<file path="src/hw/rtl/ptc_pkg.sv">
// Shared types, constants and tables of the pan-tilt tracking command block.
package ptc_pkg;

  localparam int POS_W   = 16;
  localparam int CFG_IDX_W = 4;
  localparam int VEL_W   = 32;

  // Configuration register indexes.
  localparam logic [CFG_IDX_W-1:0] CFG_GAIN   = 4'd0;
  localparam logic [CFG_IDX_W-1:0] CFG_GOAL_X = 4'd1;
  localparam logic [CFG_IDX_W-1:0] CFG_GOAL_Y = 4'd2;
  localparam logic [CFG_IDX_W-1:0] CFG_GOAL_Z = 4'd3;

  // Turn status codes.
  localparam logic [1:0] TURN_RIGHT = 2'd0;
  localparam logic [1:0] TURN_HOLD  = 2'd1;
  localparam logic [1:0] TURN_LEFT  = 2'd2;
  localparam logic [1:0] TURN_NONE  = 2'd3;

  localparam logic [6:0] TILT_ANGLE = 7'd104;

  // Cubic PWM curve coefficients in units of 2^-40.
  localparam logic signed [59:0] K_C0 = 60'sd2499212484107;
  localparam logic signed [59:0] K_C1 = 60'sd3380276288918;
  localparam logic signed [59:0] K_C2 = 60'sd25447195739;
  localparam logic signed [59:0] K_C3 = 60'sd54993980;

  typedef enum logic [4:0] {
    ST_IDLE, ST_CORDIC, ST_PSI, ST_OMEGA, ST_GYPSI, ST_GXPSI, ST_VX, ST_VY, ST_VZ,
    ST_DECIDE, ST_BINIT, ST_MID, ST_C3, ST_C2, ST_C1, ST_HISGN, ST_BUPD, ST_HOLD,
    ST_OUT
  } ptc_state_e;

  typedef enum logic [3:0] {
    MUL_OMEGA, MUL_GYPSI, MUL_GXPSI, MUL_VX, MUL_VY, MUL_VZ, MUL_C3, MUL_C2, MUL_C1
  } ptc_mul_op_e;

  typedef struct packed {
    logic        capture;
    logic        cordic_step;
    logic [4:0]  cordic_idx;
    logic        psi_calc;
    logic        mul_start;
    ptc_mul_op_e mul_op;
    logic        decide;
    logic        bis_init;
    logic        mid_calc;
    logic        hi_sign;
    logic        bis_update;
    logic        hold_calc;
    logic        out_load;
  } ptc_cmd_t;

  typedef struct packed {
    logic mul_done;
    logic need_search;
  } ptc_sts_t;

  // CORDIC arctangent table in units of 2^-16 degree.
  function automatic logic [21:0] arc_angle(input logic [4:0] idx);
    case (idx)
      5'd0:  arc_angle = 22'd2949120;
      5'd1:  arc_angle = 22'd1740967;
      5'd2:  arc_angle = 22'd919879;
      5'd3:  arc_angle = 22'd466945;
      5'd4:  arc_angle = 22'd234379;
      5'd5:  arc_angle = 22'd117304;
      5'd6:  arc_angle = 22'd58666;
      5'd7:  arc_angle = 22'd29335;
      5'd8:  arc_angle = 22'd14668;
      5'd9:  arc_angle = 22'd7334;
      5'd10: arc_angle = 22'd3667;
      5'd11: arc_angle = 22'd1833;
      5'd12: arc_angle = 22'd917;
      5'd13: arc_angle = 22'd458;
      5'd14: arc_angle = 22'd229;
      5'd15: arc_angle = 22'd115;
      5'd16: arc_angle = 22'd57;
      5'd17: arc_angle = 22'd29;
      5'd18: arc_angle = 22'd14;
      5'd19: arc_angle = 22'd7;
      5'd20: arc_angle = 22'd4;
      5'd21: arc_angle = 22'd2;
      5'd22: arc_angle = 22'd1;
      default: arc_angle = 22'd0;
    endcase
  endfunction

endpackage

</file>
<file path="src/hw/rtl/ptc_ctrl.sv">
// Controller state machine that sequences the datapath for one target transaction.
module ptc_ctrl import ptc_pkg::*; #(
  parameter int ATAN_STEPS   = 16,
  parameter int BISECT_STEPS = 22
) (
  input  logic     clk_i,
  input  logic     rst_ni,
  input  logic     in_valid_i,
  output logic     in_ready_o,
  input  logic     out_ready_i,
  output logic     out_valid_o,
  input  ptc_sts_t sts_i,
  output ptc_cmd_t cmd_o
);

  localparam int CntW = ($clog2(BISECT_STEPS) > 5) ? $clog2(BISECT_STEPS) : 5;

  ptc_state_e      state_q, state_d;
  logic [CntW-1:0] cnt_q, cnt_d;
  logic            issued_q, issued_d;
  logic            first_q, first_d;
  logic            out_valid_q, out_valid_d;

  function automatic ptc_mul_op_e op_of(input ptc_state_e s);
    case (s)
      ST_OMEGA: op_of = MUL_OMEGA;
      ST_GYPSI: op_of = MUL_GYPSI;
      ST_GXPSI: op_of = MUL_GXPSI;
      ST_VX:    op_of = MUL_VX;
      ST_VY:    op_of = MUL_VY;
      ST_VZ:    op_of = MUL_VZ;
      ST_C3:    op_of = MUL_C3;
      ST_C2:    op_of = MUL_C2;
      ST_C1:    op_of = MUL_C1;
      default:  op_of = MUL_OMEGA;
    endcase
  endfunction

  function automatic ptc_state_e next_of(input ptc_state_e s);
    case (s)
      ST_OMEGA: next_of = ST_GYPSI;
      ST_GYPSI: next_of = ST_GXPSI;
      ST_GXPSI: next_of = ST_VX;
      ST_VX:    next_of = ST_VY;
      ST_VY:    next_of = ST_VZ;
      ST_VZ:    next_of = ST_DECIDE;
      ST_C3:    next_of = ST_C2;
      ST_C2:    next_of = ST_C1;
      default:  next_of = ST_BUPD;
    endcase
  endfunction

  always_ff @(posedge clk_i or negedge rst_ni) begin
    if (!rst_ni) begin
      state_q     <= ST_IDLE;
      cnt_q       <= '0;
      issued_q    <= 1'b0;
      first_q     <= 1'b0;
      out_valid_q <= 1'b0;
    end else begin
      state_q     <= state_d;
      cnt_q       <= cnt_d;
      issued_q    <= issued_d;
      first_q     <= first_d;
      out_valid_q <= out_valid_d;
    end
  end

  always_comb begin
    state_d     = state_q;
    cnt_d       = cnt_q;
    issued_d    = issued_q;
    first_d     = first_q;
    out_valid_d = out_valid_q && !out_ready_i;
    in_ready_o  = 1'b0;
    cmd_o            = '0;
    cmd_o.mul_op     = op_of(state_q);
    cmd_o.cordic_idx = cnt_q[4:0];
    case (state_q)
      ST_IDLE: begin
        in_ready_o = 1'b1;
        if (in_valid_i) begin
          cmd_o.capture = 1'b1;
          cnt_d         = '0;
          state_d       = ST_CORDIC;
        end
      end
      ST_CORDIC: begin
        cmd_o.cordic_step = 1'b1;
        if (cnt_q == CntW'(ATAN_STEPS - 1)) begin
          cnt_d   = '0;
          state_d = ST_PSI;
        end else begin
          cnt_d = cnt_q + 1'b1;
        end
      end
      ST_PSI: begin
        cmd_o.psi_calc = 1'b1;
        state_d        = ST_OMEGA;
      end
      ST_OMEGA, ST_GYPSI, ST_GXPSI, ST_VX, ST_VY, ST_VZ, ST_C3, ST_C2, ST_C1: begin
        if (!issued_q) begin
          cmd_o.mul_start = 1'b1;
          issued_d        = 1'b1;
        end else if (sts_i.mul_done) begin
          issued_d = 1'b0;
          if (state_q == ST_C1 && first_q) begin
            state_d = ST_HISGN;
          end else begin
            state_d = next_of(state_q);
          end
        end
      end
      ST_DECIDE: begin
        cmd_o.decide = 1'b1;
        state_d      = sts_i.need_search ? ST_BINIT : ST_OUT;
      end
      ST_BINIT: begin
        cmd_o.bis_init = 1'b1;
        first_d        = 1'b1;
        state_d        = ST_C3;
      end
      ST_HISGN: begin
        cmd_o.hi_sign = 1'b1;
        first_d       = 1'b0;
        cnt_d         = '0;
        state_d       = ST_MID;
      end
      ST_MID: begin
        cmd_o.mid_calc = 1'b1;
        state_d        = ST_C3;
      end
      ST_BUPD: begin
        cmd_o.bis_update = 1'b1;
        if (cnt_q == CntW'(BISECT_STEPS - 1)) begin
          cnt_d   = '0;
          state_d = ST_HOLD;
        end else begin
          cnt_d   = cnt_q + 1'b1;
          state_d = ST_MID;
        end
      end
      ST_HOLD: begin
        cmd_o.hold_calc = 1'b1;
        state_d         = ST_OUT;
      end
      ST_OUT: begin
        if (!out_valid_q || out_ready_i) begin
          cmd_o.out_load = 1'b1;
          out_valid_d    = 1'b1;
          state_d        = ST_IDLE;
        end
      end
      default: state_d = ST_IDLE;
    endcase
  end

  assign out_valid_o = out_valid_q;

endmodule

</file>
<file path="config.mk">
export PLATFORM = sky130hd
export DESIGN_NAME = ptc_ctrl
export DESIGN_NICKNAME = d
export VERILOG_FILES = /design/src/hw/rtl/ptc_pkg.sv /design/src/hw/rtl/ptc_ctrl.sv
export SDC_FILE = /design/constraint.sdc
export NUM_CORES = 1
export LEC_CHECK = 0
export BUFFER_PORTS_ARGS = -buffer_cell sky130_fd_sc_hd__buf_2
export CORE_MARGIN = 5
export CORE_UTILIZATION = 45
export CTS_CLUSTER_DIAMETER = 120
export DETAILED_ROUTE_END_ITERATION = 10
export GPL_ROUTABILITY_DRIVEN = 1
export PLACE_DENSITY = 0.68
export SLEW_MARGIN = 20
export SYNTH_ARGS = -nofsm -noshare
export SYNTH_HDL_FRONTEND = slang
export SYNTH_SLANG_ARGS = --single-unit
</file>
<file path="constraint.sdc">
create_clock -name clk_i -period 4.45 [get_ports clk_i]
set_input_delay 0.445 -clock clk_i [delete_from_list [all_inputs] [get_ports clk_i]]
set_output_delay 0.445 -clock clk_i [all_outputs]
set_load 0.01 [all_outputs]
</file>
==> impl_metrics.yaml <==
power:
  fin_total_pwr_uw: 909
  power.density_nw_per_um2: 652
  ir_drop_v: 0.000376
  p_leak_nw: 0.687
yosys:
  synth_nets: 168
  ys_seq_elements: 13
  ys_async_sr_fraction_pct: 100
  ys_dominant_reg_cell: "dfrtp_1"
  netlist_instances: 153
  synth-edff-count: 0
  seq_area_frac_synth_pct: 26.2
  syn_avg_cell_area_um2: 8.13
  syn-cell-area_um2: 1240
  yosys.cell_types.count: 47
  yosysWarnings: 0
die:
  dieArea_um2: 3920
  die_w_um: 62.6
  start_util_pct: 45.9
  io_pins: 28
  row_count: 19
  dieHeight_um: 62.6
  core_area_um2: 2710
finish:
  syn2layout_area_growth_pct: 12.2
  n_antenna_cell: 0
  nets: 190
  instances_no_fill: 205
  mostFrequentLayoutCells: "buf_2 (27), nor2_1 (15), dfrtp_1 (13)"
  drive_gt1_share_pct: 21.8
  final_common_cell: "buf_2"
sta:
  tightest_slew_ns: 0.786
  post-route-period-util_pct: 59.5
  setup_viol: 0
  clock.fmax_ghz: 0.378
  grt_setup_unrepaired: "no"
  fin_worst_skew_ns: 0.000822
  slew_headroom_pct: 47.6
  fin_ws_ns: 1.80
  layout_min_cycle_time_ns: 2.65
  final.setup.tns_ns: 0
  report.final.hold_viol_count: 0
  drv_slew: 0
routing:
  drtIter0Drc: 57
  postRouteAntennaNets: 0
  wl_per_cell_um: 15.2
  drt_first_pass_iters: 4
  dr_total_vias: 1184
  wl_mm: 3.12
  routed_via_density: 5.78
  drc: 0
outcome:
  status: "finished clean"
global_routing:
  grtUsageTotal_pct: 17.2
  grt_use_met2_pct: 30.6
  grt_overflow: 0
  grt_busiest_layer: "met2"
  grt_pass1_wl_mm: 5.50
  grt_pass1_vias: 1158
  use_met3_pct: 4.14
  grt_max_degree: 30
  antenna_found_initial: 0
  use_met1_pct: 19.8
clocking:
  root_buffer: "clkbuf_4"
  ctsHoldBuffers: 0
  cts-htree-levels: 1
  cts_resized: 0
  clock_latency_ns: 0.29
  cts_buffer_depth: 2
  cts_tree: "built"
  cts_sinks: 13
  postCtsSetupBuffers: 0
  numCtsBuffers: 3
  clk_pin_slew_worst_paths_ns: 0.09
worst_setup_path:
  rrSetupSlack_ns: 2.06
  ff2ff_path_depth: 5
  crit_top_cell: "nor2_1"
  path_delay_family: "compound AO/OA/AOI/OAI gates"
  slowest_delay_ns: 0.48
  cp_data_arrival_time_ns: 2.20
  cp_slowest_cell: "dfrtp_1"
  cp.depth: 7
  start_kind: "flop"
  crit_path_max_fanout: 11
  cp.required_ns: 4.01
  cp-end-kind: "output port"
  path_buf_inv: 2
  worstPathCellList: "inv_1 -> ha_1 -> a21oi_1 -> a221oi_1 -> nor2_1 -> nor2_1 -> buf_2"
  critPathKind: "flop to output port"
placement:
  gp_congestion: 0.891
  preCtsSetupSlack_ns: 2.10
  dpl.hpwl_mm: 2.40
  dp_cells: 201
  port_buffers: 27
hold_path:
  min_path_type: "primary input to async pin"
run:
  drv_cap: 0
flip-flops by register name, summed over array words and instances (netlist names):
name,flops
cnt_q,5
state_q,5
issued_q,1
first_q,1
out_valid_o,1
kinds of logic after synthesis:
kind of cell / Yosys count / share of synthesized area, %
and+or+nand+nor: 64 / 28.3
AOI/OAI and AO/OA: 40 / 22.5
buffers and inverters: 20 / 6.94
DFF: 13 / 26.2
adders and majority gates: 9 / 9.05
muxes: 7 / 7.04
final timing paths:
check / from / to
max: state_q[1] / cmd_o[11]
min: rst_ni / cnt_q[0]
max reg2reg: state_q[3] / state_q[2]
min reg2reg: issued_q / issued_q
max in group asynchronous: rst_ni / state_q[3]
min in group clk_i: out_ready_i / out_valid_o
synth_stat cells (2+ instances only):
| cell | number | area share [%] |
|---|---|---|
| o2bb2ai_1 | 2 | 1.4 |
| dfrtp_1 | 13 | 26 |
| a21oi_1 | 8 | 3.2 |
| or3_1 | 2 | 1.0 |
| o22ai_1 | 2 | 1.0 |
| ha_1 | 9 | 9.1 |
| nand2_1 | 12 | 3.6 |
| and3_1 | 2 | 1.0 |
| nor2b_1 | 7 | 3.5 |
| buf_1 | 2 | 0.60 |
| nand2b_1 | 8 | 4.0 |
| inv_1 | 9 | 2.7 |
| clkbuf_1 | 4 | 1.2 |
| o21ai_1 | 3 | 1.2 |
| and2_1 | 3 | 1.5 |
| nor2_1 | 15 | 4.5 |
| buf_2 | 3 | 1.2 |
| nor3_1 | 3 | 1.2 |
| mux2_4 | 3 | 3.6 |
| a211oi_1 | 2 | 1.2 |
| mux2i_1 | 2 | 1.6 |
| o31ai_1 | 2 | 1.2 |
| a2111oi_0 | 2 | 1.4 |
| o211ai_1 | 2 | 1.2 |
| mux2_1 | 2 | 1.8 |
| o21ai_0 | 8 | 3.2 |
| nand3_1 | 3 | 1.2 |
routing by layer:
layer / up-vias / part of all wire [%]
met5: - / 0
met4: 0 / 1.1
met3: 4 / 5.4
met2: 33 / 53
met1: 560 / 40
li1: 587 / -
worst reg2reg max path, cell delays in order (launching register included):
cell	delay, ns
dfrtp_1	0.68
nor2b_1	0.30
and3_4	0.24
or2_4	0.26
a311oi_4	0.46
mux2_4	0.34
metrics by stage:
| stage | hold WS [ns] | cell area, µm² | utilization [%] |
|---|---|---|---|
| finish | 0.0234 | 1400 | 51.5 |
| global route | 0.0276 | 1400 | 51.5 |
| CTS | 0.0296 | 1400 | 51.5 |
| detailed placement | 0.354 | 1370 | 50.5 |
| global placement | 0.356 | 1370 | 50.5 |
| floorplan | 0.149 | 1240 | - |
power by group:
| group | leakage [nW] | total [mW] | switching (mW) | internal (mW) |
|---|---|---|---|---|
| Combinational | 0.501 | 0.594 | 0.326 | 0.267 |
| Clock | 0.0150 | 0.0794 | 0.0445 | 0.0349 |
| Sequential | 0.171 | 0.236 | 0.0834 | 0.153 |
area by class of cell:
cell class	instances	area, µm²
repair buffers	27	135
multi-input cells	120	832
flip-flops and latches	13	325
fillers	276	1320
well taps	31	38.8
clock buffers	4	26.3
inverters	10	37.5
No activity file was read; power rests on OpenSTA's default activity.
